## src/rtl/kdeq_pkg.sv

```systemverilog
// shared types, constants and the key map for the keypad debounce event queue
// no dependencies; imported by the event ring, the core, the checker and the bench
package kdeq_pkg;

    // default geometry of the keypad and the event ring
    localparam int NUM_COLUMNS_DEF  = 4;
    localparam int NUM_ROWS_DEF     = 4;
    localparam int HISTORY_BITS_DEF = 8;
    localparam int RING_DEPTH_DEF   = 2;

    // fixed port field widths
    localparam int COLUMN_W   = 2;
    localparam int ROW_BITS_W = 4;
    localparam int CHAR_W     = 7;
    localparam int EVENT_W    = CHAR_W + 1;
    localparam int S_TDATA_W  = 8;
    localparam int M_TDATA_W  = 16;
    localparam int MAX_ROWS   = 8;
    localparam int KEY_MAP_N  = 16;

    // item kind carried on tuser
    typedef enum logic {
        KIND_SCAN = 1'b0,
        KIND_POP  = 1'b1
    } kind_t;

    // one popped result
    typedef struct packed {
        logic [CHAR_W-1:0] key_char;
        logic              pressed;
        logic              event_valid;
    } event_t;

    // ascii codes of the keys, indexed by column * rows + row
    localparam logic [CHAR_W-1:0] KEY_MAP [KEY_MAP_N] = '{
        7'h44, 7'h43, 7'h42, 7'h41, 7'h23, 7'h39, 7'h36, 7'h33,
        7'h30, 7'h38, 7'h35, 7'h32, 7'h2a, 7'h37, 7'h34, 7'h31
    };

endpackage

```

## src/rtl/kdeq_hist_ram.sv

```systemverilog
// column history memory: one row per keypad column, registered read
// depends on nothing; instantiated by keypad_debounce_event_queue_core
module kdeq_hist_ram #(
    parameter int DEPTH = 4,
    parameter int WIDTH = 32,
    parameter int AW    = (DEPTH > 1) ? $clog2(DEPTH) : 1
) (
    input  logic             clk,
    input  logic             wr_en,
    input  logic [AW-1:0]    wr_addr,
    input  logic [WIDTH-1:0] wr_data,
    input  logic             rd_en,
    input  logic [AW-1:0]    rd_addr,
    output logic [WIDTH-1:0] rd_data
);

    logic [WIDTH-1:0] mem [DEPTH];
    logic [WIDTH-1:0] rd_data_reg;

    // write port
    always_ff @(posedge clk)
    begin
        if (wr_en)
        begin
            mem[wr_addr] <= wr_data;
        end
    end

    // registered read port
    always_ff @(posedge clk)
    begin
        if (rd_en)
        begin
            rd_data_reg <= mem[rd_addr];
        end
    end

    assign rd_data = rd_data_reg;

endmodule

```

## src/rtl/kdeq_event_ring.sv

```systemverilog
// event ring: in-order pushes that overwrite without a full check, one pop
// depends on kdeq_pkg; instantiated by keypad_debounce_event_queue_core
module kdeq_event_ring #(
    parameter int NUM_PUSH   = 4,
    parameter int RING_DEPTH = 2
) (
    input  logic                    clk,
    input  logic                    rst_n,
    input  logic [NUM_PUSH-1:0]     push_valid,
    input  logic [kdeq_pkg::EVENT_W-1:0] push_data [NUM_PUSH],
    input  logic                    pop_req,
    output kdeq_pkg::event_t        pop_result
);
    import kdeq_pkg::*;

    localparam int SW = $clog2(RING_DEPTH);
    localparam logic [SW-1:0] LAST_SLOT = SW'(RING_DEPTH - 1);

    logic [EVENT_W-1:0] ring_reg  [RING_DEPTH];
    logic [EVENT_W-1:0] ring_next [RING_DEPTH];
    logic [SW-1:0]      write_slot_reg, write_slot_next;
    logic [SW-1:0]      read_slot_reg, read_slot_next;
    logic [EVENT_W-1:0] head;

    assign head = ring_reg[read_slot_reg];

    // head entry as a result, zero entry means empty
    always_comb
    begin
        pop_result.event_valid = (head != '0);
        pop_result.pressed     = head[EVENT_W-1];
        pop_result.key_char    = head[CHAR_W-1:0];
    end

    // pushes in row order, then the pop
    always_comb
    begin
        ring_next       = ring_reg;
        write_slot_next = write_slot_reg;
        read_slot_next  = read_slot_reg;
        for (int i = 0; i < NUM_PUSH; i++)
        begin
            if (push_valid[i])
            begin
                ring_next[write_slot_next] = push_data[i];
                write_slot_next = (write_slot_next == LAST_SLOT) ? '0
                                                                 : write_slot_next + 1'b1;
            end
        end
        if (pop_req && (head != '0))
        begin
            ring_next[read_slot_reg] = '0;
            read_slot_next = (read_slot_reg == LAST_SLOT) ? '0 : read_slot_reg + 1'b1;
        end
    end

    // ring state
    always_ff @(posedge clk or negedge rst_n)
    begin
        if (!rst_n)
        begin
            for (int i = 0; i < RING_DEPTH; i++)
            begin
                ring_reg[i] <= '0;
            end
            write_slot_reg <= '0;
            read_slot_reg  <= '0;
        end
        else
        begin
            ring_reg       <= ring_next;
            write_slot_reg <= write_slot_next;
            read_slot_reg  <= read_slot_next;
        end
    end

endmodule

```

## src/rtl/keypad_debounce_event_queue_core.sv

```systemverilog
// Keypad debouncer with a small event queue. A scan beat (tuser = 0) carries one
// column and its row readings; each key of that column shifts its reading into
// a history, and a history of only the newest bit set queues a press event, a
// history of all ones but the newest bit queues a release event. A pop beat
// (tuser = 1) returns the event at the ring's read slot, or event_valid = 0 when
// the queue is empty. One beat is taken every cycle while s_tready is high; a pop
// result goes through the writeback stage and the output register to the master
// side. s_tready falls only while a pop waits behind an output beat that is not
// yet taken. The rate is set by the column history memory: it is read on
// acceptance and written back from the writeback stage, with the last write
// forwarded to a following scan of the same column. Histories read as zero
// after reset until their column is first scanned, so no clearing pass is needed.
module keypad_debounce_event_queue_core #(
    parameter int NUM_COLUMNS  = kdeq_pkg::NUM_COLUMNS_DEF,
    parameter int NUM_ROWS     = kdeq_pkg::NUM_ROWS_DEF,
    parameter int HISTORY_BITS = kdeq_pkg::HISTORY_BITS_DEF,
    parameter int RING_DEPTH   = kdeq_pkg::RING_DEPTH_DEF
) (
    input  logic                           clk,
    input  logic                           rst_n,
    input  logic                           s_tvalid,
    output logic                           s_tready,
    input  logic [kdeq_pkg::S_TDATA_W-1:0] s_tdata,  // column[1:0], row_bits[5:2], zeros
    input  logic                           s_tuser,  // kind[0]
    output logic                           m_tvalid,
    input  logic                           m_tready,
    output logic [kdeq_pkg::M_TDATA_W-1:0] m_tdata   // event_valid[0], pressed[1],
                                                     // key_char[8:2], zeros
);
    import kdeq_pkg::*;

    localparam int AW     = (NUM_COLUMNS > 1) ? $clog2(NUM_COLUMNS) : 1;
    localparam int ROW_W  = NUM_ROWS * HISTORY_BITS;
    localparam logic [HISTORY_BITS-1:0] PRESS_PAT   = HISTORY_BITS'(1);
    localparam logic [HISTORY_BITS-1:0] RELEASE_PAT = ~HISTORY_BITS'(1);

    // input beat fields
    logic [COLUMN_W-1:0]   in_column;
    logic [ROW_BITS_W-1:0] in_rows;
    logic                  in_range;
    logic                  s_accept;

    assign in_column = s_tdata[COLUMN_W-1:0];
    assign in_rows   = s_tdata[COLUMN_W +: ROW_BITS_W];
    assign in_range  = ({{(32-COLUMN_W){1'b0}}, in_column} < 32'(NUM_COLUMNS));
    assign s_accept  = s_tvalid && s_tready;

    // writeback stage registers
    logic                  s1_valid_reg;
    kind_t                 s1_kind_reg;
    logic [COLUMN_W-1:0]   s1_column_reg;
    logic [ROW_BITS_W-1:0] s1_rows_reg;
    logic                  s1_range_reg;
    logic                  s1_hv_reg;
    logic [NUM_COLUMNS-1:0] hist_valid_reg;
    logic                  fwd_valid_reg;
    logic [COLUMN_W-1:0]   fwd_column_reg;
    logic [ROW_W-1:0]      fwd_data_reg;
    logic                  out_valid_reg;
    event_t                out_event_reg;

    logic                  out_free;
    logic                  s1_go;
    logic                  pop_req;
    logic                  hist_wr;
    logic [ROW_W-1:0]      rd_data;
    logic [ROW_W-1:0]      hist_base;
    logic [ROW_W-1:0]      hist_new;
    logic [NUM_ROWS-1:0]   push_valid;
    logic [EVENT_W-1:0]    push_data [NUM_ROWS];
    event_t                pop_result;

    // flow control
    assign out_free = !out_valid_reg || m_tready;
    assign s1_go    = s1_valid_reg && ((s1_kind_reg == KIND_SCAN) || out_free);
    assign s_tready = !s1_valid_reg || s1_go;
    assign pop_req  = s1_valid_reg && (s1_kind_reg == KIND_POP) && out_free;
    assign hist_wr  = s1_valid_reg && (s1_kind_reg == KIND_SCAN) && s1_range_reg;

    // history memory
    kdeq_hist_ram #(
        .DEPTH (NUM_COLUMNS),
        .WIDTH (ROW_W),
        .AW    (AW)
    ) u_hist_ram (
        .clk     (clk),
        .wr_en   (hist_wr),
        .wr_addr (AW'(s1_column_reg)),
        .wr_data (hist_new),
        .rd_en   (s_accept),
        .rd_addr (AW'(in_column)),
        .rd_data (rd_data)
    );

    // old histories: forwarded write, stored row, or reset value
    always_comb
    begin
        if (fwd_valid_reg && (fwd_column_reg == s1_column_reg))
        begin
            hist_base = fwd_data_reg;
        end
        else if (s1_hv_reg)
        begin
            hist_base = rd_data;
        end
        else
        begin
            hist_base = '0;
        end
    end

    // shift each key's reading in and detect press and release patterns
    always_comb
    begin
        logic [MAX_ROWS-1:0]     rows_wide;
        logic [HISTORY_BITS-1:0] h;
        logic [3:0]              key_idx;
        rows_wide = {{(MAX_ROWS-ROW_BITS_W){1'b0}}, s1_rows_reg};
        hist_new  = '0;
        for (int r = 0; r < NUM_ROWS; r++)
        begin
            h = {hist_base[r*HISTORY_BITS +: HISTORY_BITS-1], rows_wide[r]};
            hist_new[r*HISTORY_BITS +: HISTORY_BITS] = h;
            key_idx = 4'(int'(s1_column_reg) * NUM_ROWS + r);
            push_valid[r] = hist_wr && ((h == PRESS_PAT) || (h == RELEASE_PAT));
            push_data[r]  = {(h == PRESS_PAT), KEY_MAP[key_idx]};
        end
    end

    // event ring
    kdeq_event_ring #(
        .NUM_PUSH   (NUM_ROWS),
        .RING_DEPTH (RING_DEPTH)
    ) u_event_ring (
        .clk        (clk),
        .rst_n      (rst_n),
        .push_valid (push_valid),
        .push_data  (push_data),
        .pop_req    (pop_req),
        .pop_result (pop_result)
    );

    // control registers
    always_ff @(posedge clk or negedge rst_n)
    begin
        if (!rst_n)
        begin
            s1_valid_reg   <= 1'b0;
            hist_valid_reg <= '0;
            fwd_valid_reg  <= 1'b0;
            out_valid_reg  <= 1'b0;
        end
        else
        begin
            if (s_accept)
            begin
                s1_valid_reg <= 1'b1;
            end
            else if (s1_go)
            begin
                s1_valid_reg <= 1'b0;
            end
            if (hist_wr)
            begin
                hist_valid_reg[AW'(s1_column_reg)] <= 1'b1;
            end
            fwd_valid_reg <= hist_wr;
            if (pop_req)
            begin
                out_valid_reg <= 1'b1;
            end
            else if (m_tready)
            begin
                out_valid_reg <= 1'b0;
            end
        end
    end

    // payload registers
    always_ff @(posedge clk)
    begin
        if (s_accept)
        begin
            s1_kind_reg   <= kind_t'(s_tuser);
            s1_column_reg <= in_column;
            s1_rows_reg   <= in_rows;
            s1_range_reg  <= in_range;
            s1_hv_reg     <= hist_valid_reg[AW'(in_column)];
        end
        if (hist_wr)
        begin
            fwd_column_reg <= s1_column_reg;
            fwd_data_reg   <= hist_new;
        end
        if (pop_req)
        begin
            out_event_reg <= pop_result;
        end
    end

    // master side
    assign m_tvalid = out_valid_reg;
    assign m_tdata  = {{(M_TDATA_W-EVENT_W-1){1'b0}}, out_event_reg};

endmodule

```

## config.mk

```make
export PLATFORM = sky130hd
export DESIGN_NAME = keypad_debounce_event_queue_core
export DESIGN_NICKNAME = d
export VERILOG_FILES = /design/src/rtl/kdeq_pkg.sv /design/src/rtl/kdeq_hist_ram.sv /design/src/rtl/kdeq_event_ring.sv /design/src/rtl/keypad_debounce_event_queue_core.sv
export SDC_FILE = /design/constraint.sdc
export NUM_CORES = 1
export LEC_CHECK = 0
export ABC_CLOCK_PERIOD_IN_PS = 3400
export BUFFER_PORTS_ARGS = -buffer_cell sky130_fd_sc_hd__buf_4
export CAP_MARGIN = 20
export CORE_MARGIN = 2
export CORE_UTILIZATION = 36
export DETAILED_ROUTE_END_ITERATION = 7
export GPL_TIMING_DRIVEN = 1
export PLACE_DENSITY = 0.56
export SLEW_MARGIN = 20
export SYNTH_ARGS = -nofsm -noshare
export SYNTH_HDL_FRONTEND = slang
export SYNTH_SLANG_ARGS = --single-unit
```

## constraint.sdc

```tcl
create_clock -name clk -period 3.4 [get_ports clk]
set_input_delay 0.51 -clock clk [delete_from_list [all_inputs] [get_ports clk]]
set_output_delay 0.51 -clock clk [all_outputs]
set_load 0.005 [all_outputs]
```

; ---- Word-level counts from Yosys, hierarchy flattened
; Memory sizes are Yosys's and may differ from the RTL's. A register that Yosys moved wholly into a read port is not among the register bits.
; Index checks and enable logic that the tools add are counted.
[totals]
register_bits = 75
ramBits = 128
rom_bits = 448
input_bits = 13
output_inout_bits = 18
elab_cells = 149
n_memories = 5
[op_classes]
n_addsub = 8
magnitude_cmp = 17
n_eq_ne = 9
mux = 51
bitwise = 13
n_reduce_logical = 29
[mem_list]
columns = memory, depth, width, read_ports, rd_clocked_by_memory_dff, wr, line_no
row1 = u_hist_ram.mem, 4, 32, 1, 1, 1, kdeq_hist_ram.sv:17  ; logic [WIDTH-1:0] mem [DEPTH];
row2 = (no name shown), 16, 7, 1, 0, 0, keypad_debounce_event_queue_core.sv:126  ; push_data[r] = {(h == PRESS_PAT), KEY_MAP[key_idx]};
row3 = (no name shown), 16, 7, 1, 0, 0, keypad_debounce_event_queue_core.sv:126
row4 = (no name shown), 16, 7, 1, 0, 0, keypad_debounce_event_queue_core.sv:126
row5 = (no name shown), 16, 7, 1, 0, 0, keypad_debounce_event_queue_core.sv:126
[op_table]
columns = operator, count
row1 = $mux 16, 5
row2 = $bwmux 16, 4
row3 = $mux 8, 8
row4 = $mux 31, 2
row5 = $mux 7, 8
row6 = $demux 8 s1, 5
row7 = $eq 8x1->1 const B, 4
row8 = $eq 8x8->1 const B, 4
row9 = $ge 5x5->1 const B, 4
row10 = $not 4->5, 4
row11 = $logic_and 1x1->1, 17
row12 = $mux 1, 17
row13 = $and 16x16->16, 1
row14 = $not 16->16, 1
row15 = $ge 2x2->1 const B, 5
row16 = $lt 2x1->1 const B, 5
row17 = $not 1->2, 5
row18 = $add 4x2->4 const B, 2
row19 = $reduce_bool 8->1, 1
row20 = $logic_or 1x1->1, 7
row21 = $lt 2x3->1 const B, 2
row22 = $add 1x1->1 const B, 5
row23 = $add 4x1->4 const B, 1
row24 = $or 4x4->4, 1
row25 = other kinds (7), 9

; ---- Logic depth before layout (Yosys ltp)
; Gate-level depths: netlist of run 1.
[depth]
word_depth = 22
ltp_mapped = 10
depth_no_buf = 8

; ---- By module
; From an unflattened synthesis of run 1, not the netlist that was laid out.
[unflattened]
cells_unflattened = 607
area_unflattened_um2 = 9887.0
[modules_own_cells]
columns = module, instances, cells_each, area_each_um2, seq_area_each_um2
row1 = kdeq_hist_ram, 1, 203, 5650.4, 4804.6
row2 = keypad_debounce_event_queue_core, 1, 240, 2761.4, 1586.5
row3 = kdeq_event_ring, 1, 164, 1475.2, 450.4

; ---- Least setup slack after synthesis of run 1
; OpenSTA, ideal clock, no wires.
[synth_path]
path_type = register to register
startpoint = register s1_kind_reg
endpoint = register u_event_ring.ring_reg[0] in the netlist's numbering
setup_ns = 0.126
arrival_time_ns = 3.183
required_time_ns = 3.274
path_slack_ns = 0.091
stages_incl_launch_ff = 9
n_path_buf = 1
period_less_slack_ns = 3.309
cell_sequence = edfxtp_1 nand2b_1 inv_1 clkbuf_1 nand2_1 nor3_2 mux2_2 o21a_1 o311a_1
[synth_rtl]
columns = item, line_no
row1 = start: declaration, keypad_debounce_event_queue_core.sv:50  ; kind_t s1_kind_reg;
row2 = start signal: assignment, keypad_debounce_event_queue_core.sv:184  ; s1_kind_reg <= kind_t'(s_tuser);
row3 = end signal: assignment, kdeq_event_ring.sv:71  ; ring_reg <= ring_next;
row4 = end: declaration, kdeq_event_ring.sv:19  ; logic [EVENT_W-1:0] ring_reg [RING_DEPTH];

==> results of run 1 <==
## kinds of logic (layout without fill, tap and decap cells)
logic type | after synthesis | in the layout | share of synthesized area
XOR/XNOR | 8 | 8 | 0.00944
multiplexers | 53 | 53 | 0.103
flip-flops | 212 | 212 | 0.702
buffers and inverters | 42 | 95 | 0.0217
AND/OR/NAND/NOR | 175 | 175 | 0.101
other | 1 | 7 | 0.000422
adder cells (fa/ha/maj) | 4 | 4 | 0.00563
AO/OA/AOI/OAI | 74 | 74 | 0.0565
## cell type report
class,instances,share of cell area
inverters,12,0.00437
flip-flops and latches,212,0.605
clock buffers,24,0.0562
clock inverters,16,0.0211
multi-input cells,321,0.240
repair buffers,43,0.0340
well taps,324,0.0393
## path summary, 6_finish.rpt
check,endpoint,slack (ns),cells after the start
worst min register to register,hist_valid_reg[1]$_DFFE_PN0P_,0.47,1
worst max register to register,u_event_ring.ring_reg[6]$_DFF_PN0_,0.18,8
min in group asynchronous,m_tvalid$_DFFE_PN0P_,0.46,2
worst min-delay path,s1_rows_reg[2]$_DFFE_PP_,0.17,1
max in group asynchronous,hist_valid_reg[0]$_DFFE_PN0P_,2.67,2
worst max-delay path,u_event_ring.ring_reg[6]$_DFF_PN0_,0.18,8
## worst max-delay path, delay by kind of cell (launching register included)
family	cells	cell delay [ns]
AND/OR/NAND/NOR	3	1.03
AO/OA/AOI/OAI	3	1.02
flip-flops	1	0.41
multiplexers	1	0.39
XOR/XNOR	1	0.25
## metrics by stage
stage	total power [mW]	setup slack (ns)
after CTS	6.70	0.217
after detailed placement	4.10	0.245
after global placement	4.07	0.284
final	6.63	0.176
after floorplan	3.86	0.0913
after global routing	6.92	0.0403
## cell usage in the layout, fill, tap and decap left out, types with 11 or more instances in the layout
cell type,instances
mux4_2,29
o21ai_0,33
clkbuf_16,23
dfrtp_1,25
nor3_1,12
a21oi_1,11
edfxtp_1,187
nor2_1,22
buf_4,40
inv_1,12
mux2_2,14
nand2_1,71
## routing by layer
metal  GRT usage  routed length [um]  vias up
li1            -                   -     2290
met1       0.184                7980     2492
met2       0.228                8420      115
met3      0.0226                 666       21
met4      0.0361                 307        0
met5           0                   0        -
## power by group
part | leakage (nW) | switching, mW | internal (mW) | total, mW
clock | 0.381 | 1.02 | 1.56 | 2.58
sequential | 2.04 | 0.168 | 3.12 | 3.29
combinational | 1.16 | 0.390 | 0.374 | 0.763
total | 3.58 | 1.58 | 5.05 | 6.63
==> results.py, run 1 <==
metrics = {
    "worst_setup_path": {
        "crit_path_start_kind": "flop",
        "max_stage_delay_ns": 0.51,
        "critPathLaunch": "s1_column_reg[1]$_DFFE_PP_",
        "arrival_ns": 3.63,
        "cp_common_cell": "or3_1",
        "rr_startpoint": "s1_column_reg[1]$_DFFE_PP_",
        "path_class": "flop to flop",
        "crit_path_max_fanout": 8,
        "cp_data_required_time_ns": 3.80,
        "crit_path_top_delay_cell": "a221oi_4",
        "cp_cell_sequence": "xnor2_1 > and3_1 > mux2_2 > a221oi_4 > or3_1 > o21ai_0 > or3_1 > a32o_1",
        "endpoint_kind": "flop",
    },
    "finish": {
        "n_antenna_cell": 0,
        "multiInputGateArea_um2": 2480,
        "final_nets": 630,
        "area_growth_pct": 16.1,
        "regArea_um2": 6240,
        "fillers": 2202,
        "final_util": 0.425,
        "largest_reg_flops": 112,
        "fin_area_um2": 10300,
        "finalNonFillerCells": 952,
        "layout-drive-gt1-share": 0.215,
    },
    "clock_network": {
        "cts_root_buffer": "clkbuf_16",
        "post-cts-setup-buffers": 0,
        "numCtsBuffers": 23,
        "cts.sink_count": 212,
        "clock_latency_ns": 0.52,
        "clk_pin_slew_ns": 0.06,
        "cts_buffer_depth": 3,
        "cts_tree": "built",
        "post_cts_resized": 0,
        "holdBufCountCts": 1,
        "htreeDepth": 1,
    },
    "logic_synthesis": {
        "ys_seq_area_frac": 0.702,
        "synth_cell_type_count": 56,
        "synth-async-reset-ratio": 0.118,
        "synthCells": 569,
        "synth_ff_type": "edfxtp_1",
        "post-synth-top-count-cell": "edfxtp_1",
        "yosys_warnings": 0,
        "netlist_area_um2": 8880,
        "synth.area.top_cells": "edfxtp_1 (63%), mux4_2 (7.4%), dfrtp_1 (7.0%)",
        "synth-seq-cells": 212,
        "synth_edf_count": 187,
        "netlist.area_leader.share": 0.632,
        "avgSynthCellArea_um2": 15.6,
        "yosysTopAreaCell": "edfxtp_1",
        "synthTopCellsByCount": "edfxtp_1 (187), nand2_1 (71), o21ai_0 (33)",
    },
    "timing": {
        "grt_setup_unrepaired": "no",
        "setup-tns-final_ns": 0,
        "setup_viol": 0,
        "max_slew_margin": 0.312,
        "fmax_ghz": 0.310,
        "worstMarginPinSlew_ns": 1.03,
        "hold_violations": 0,
        "period_needed_ns": 3.22,
        "slew_viol_final": 0,
        "fin_crit_sh": 0.948,
        "whs_ns": 0.169,
        "fin_worst_skew_ns": 0.00818,
    },
    "route": {
        "routed_wl_mm": 17.4,
        "drt_iter0_drc": 301,
        "drc": 0,
        "ant_nets": 0,
        "firstDrtPassIters": 5,
        "vias": 4918,
        "viasPerCell": 5.17,
        "wire_per_inst_um": 18.3,
    },
    "floorplan": {
        "die_y_um": 161,
        "die_width_um": 161,
        "rows": 57,
        "start_util": 0.366,
        "dieArea_um2": 26000,
        "ios": 31,
        "coreArea_um2": 24200,
    },
    "job": {
        "max_cap_violations": 0,
    },
    "global_route": {
        "grt_pass1_wl_mm": 27.7,
        "antenna_found_initial": 0,
        "grt_use_total": 0.136,
        "grt_max_degree": 37,
        "grt_overflow": 0,
        "grt_pass1_vias": 5157,
    },
    "power": {
        "vdd_drop_max_mv": 0.318,
        "power_leakage_nw": 3.58,
        "power_density_nw_per_um2": 643,
    },
    "place": {
        "dp_cells": 911,
        "dp.final_hpwl_mm": 10.9,
        "gp_congestion": 0.858,
        "place_area_um2": 9510,
        "portBuffers": 21,
    },
    "hold_path": {
        "hold_start": "s_tdata[4]",
        "hold_path.class": "input port to flop",
    },
    "run_status": {
        "status": "finished clean",
    },
}
(Power assumes the default switching activity.)
==> run 2: changes to the inputs <==
CTS_BUF_LIST = sky130_fd_sc_hd__clkbuf_8 sky130_fd_sc_hd__clkbuf_16   (was not set)
==> run 2 against run 1 <==
Global-route usage stayed put. Worst hold slack hardly changed. Critical endpoint unchanged. Flip-flop and latch count stayed put. Critical path type unchanged. Die area stayed put. Utilization stayed put.
==> results.py, run 2 (synthesis gave the netlist of run 1 again) <==
metrics = {
    "route": {
        "firstDrtPassIters": 5,
        "drt_iter0_drc": 301,
        "wire_per_inst_um": 18.3,
        "drc": 0,
        "viasPerCell": 5.17,
        "routed_wl_mm": 17.4,
        "vias": 4918,
        "ant_nets": 0,
    },
    "power": {
        "power_leakage_nw": 3.58,
        "power_density_nw_per_um2": 643,
        "vdd_drop_max_mv": 0.318,
    },
    "clock_network": {
        "cts_tree": "built",
        "clock_latency_ns": 0.52,
        "post-cts-setup-buffers": 0,
        "cts_buffer_depth": 3,
        "htreeDepth": 1,
        "cts_root_buffer": "clkbuf_16",
        "numCtsBuffers": 23,
        "clk_pin_slew_ns": 0.06,
        "cts.sink_count": 212,
    },
    "timing": {
        "max_slew_margin": 0.313,
        "worstMarginPinSlew_ns": 1.03,
        "fin_crit_sh": 0.948,
        "period_needed_ns": 3.22,
        "hold_violations": 0,
        "setup-tns-final_ns": 0,
        "fin_worst_skew_ns": 0.00818,
        "setup_viol": 0,
        "fmax_ghz": 0.310,
        "slew_viol_final": 0,
        "grt_setup_unrepaired": "no",
    },
    "finish": {
        "final_cell_mix": "edfxtp_1 (187), nand2_1 (71), buf_4 (40)",
        "n_antenna_cell": 0,
        "layout-drive-gt1-share": 0.215,
        "finalNonFillerCells": 952,
        "final_nets": 630,
        "final_util": 0.425,
        "fillers": 2202,
        "final_common_cell": "edfxtp_1",
        "area_growth_pct": 16.1,
        "largest_reg_flops": 112,
    },
    "place": {
        "portBuffers": 21,
        "gp_congestion": 0.858,
        "dp_cells": 911,
        "dp.final_hpwl_mm": 10.9,
    },
    "worst_setup_path": {
        "worst-r2r-setup-slack_ns": 0.18,
        "reg2reg_to": "u_event_ring.ring_reg[6]$_DFF_PN0_",
        "cp_data_required_time_ns": 3.80,
        "endpoint_kind": "flop",
        "path_class": "flop to flop",
        "r2r_cells": 8,
        "crit_path_start_kind": "flop",
        "rr_startpoint": "s1_column_reg[1]$_DFFE_PP_",
        "arrival_ns": 3.63,
        "crit_path_max_fanout": 8,
    },
    "hold_path": {
        "min_to": "s1_rows_reg[2]$_DFFE_PP_",
        "hold_start": "s_tdata[4]",
        "holdPathStages": 1,
        "hold_path.class": "input port to flop",
    },
    "run_status": {
        "status": "finished clean",
    },
    "floorplan": {
        "die_y_um": 161,
        "start_util": 0.366,
        "rows": 57,
        "dieArea_um2": 26000,
        "coreArea_um2": 24200,
        "die_width_um": 161,
        "ios": 31,
    },
    "global_route": {
        "antenna_found_initial": 0,
        "grt_use_total": 0.136,
        "grt_overflow": 0,
        "grt_max_degree": 37,
        "grt_pass1_wl_mm": 27.7,
        "grt_pass1_vias": 5157,
    },
    "job": {
        "max_cap_violations": 0,
    },
}
-- run 2: cell count changes in the layout (fill, tap and decap cells not counted), sizes merged --
cell,change
clkbuf,-1
inv,+1
-- run 2: worst max-delay path by stage --
stage	endpoint	slack [ns]	from
3_3_place_gp	u_event_ring.ring_reg[14]$_DFF_PN0_	0.28	u_hist_ram.rd_data[0]$_DFFE_PP_
5_1_grt	u_event_ring.ring_reg[6]$_DFF_PN0_	0.04	s1_column_reg[1]$_DFFE_PP_
6_report	u_event_ring.ring_reg[6]$_DFF_PN0_	0.18	s1_column_reg[1]$_DFFE_PP_
3_5_place_dp	u_event_ring.ring_reg[6]$_DFF_PN0_	0.24	fwd_column_reg[1]$_DFFE_PP_
4_1_cts	u_event_ring.ring_reg[6]$_DFF_PN0_	0.22	fwd_column_reg[1]$_DFFE_PP_
2_1_floorplan	u_event_ring.ring_reg[0]$_DFF_PN0_	0.09	s1_kind_reg$_DFFE_PP_
-- run 2: cell type report --
class / instances / area [um^2] / area share
flip-flops and latches: 212 / 6240 / 0.605
multi-input cells: 321 / 2480 / 0.240
clock buffers: 23 / 576 / 0.0558
well taps: 324 / 405 / 0.0393
repair buffers: 43 / 350 / 0.0340
clock inverters: 17 / 221 / 0.0215
inverters: 12 / 45.0 / 0.00437
-- run 2: power by group --
| group | switching, mW | internal, mW | total [mW] |
|---|---|---|---|
| Clock | 1.02 | 1.56 | 2.58 |
| Sequential | 0.168 | 3.12 | 3.29 |
| Combinational | 0.390 | 0.374 | 0.763 |
-- run 2: per-layer routing --
layer  track usage  vias to the layer above  wire, um
met2         0.228                      115      8420
met5             0                        -         0
met3        0.0226                       21       666
li1              -                     2289         -
met1         0.184                     2493      7990
met4        0.0361                        0       307
-- run 2: worst max-delay path, cell delays in order, from the launching register on --
cell and delay (ns):
edfxtp_1 0.41, xnor2_1 0.25, and3_1 0.32, mux2_2 0.39, a221oi_4 0.51, or3_1 0.28, o21ai_0 0.30, or3_1 0.43
a32o_1 0.21
-- run 2: what timing repair did --
item / 4_1_cts / 5_1_grt
gates resized for setup: 0 / 0
endpoints found under the hold margin: 25 / 0
hold buffers: 1 / 0
-- run 2: stage by stage --
stage               instance area [um^2]  hold slack [ns]  power, mW  setup WS, ns
global route                       10300            0.145       6.92        0.0403
global placement                    9510            0.444       4.07         0.284
CTS                                10300            0.146       6.70         0.217
detailed placement                  9510            0.445       4.10         0.245
finish                             10300            0.169       6.63         0.176
floorplan                           8910            0.214       3.86        0.0913
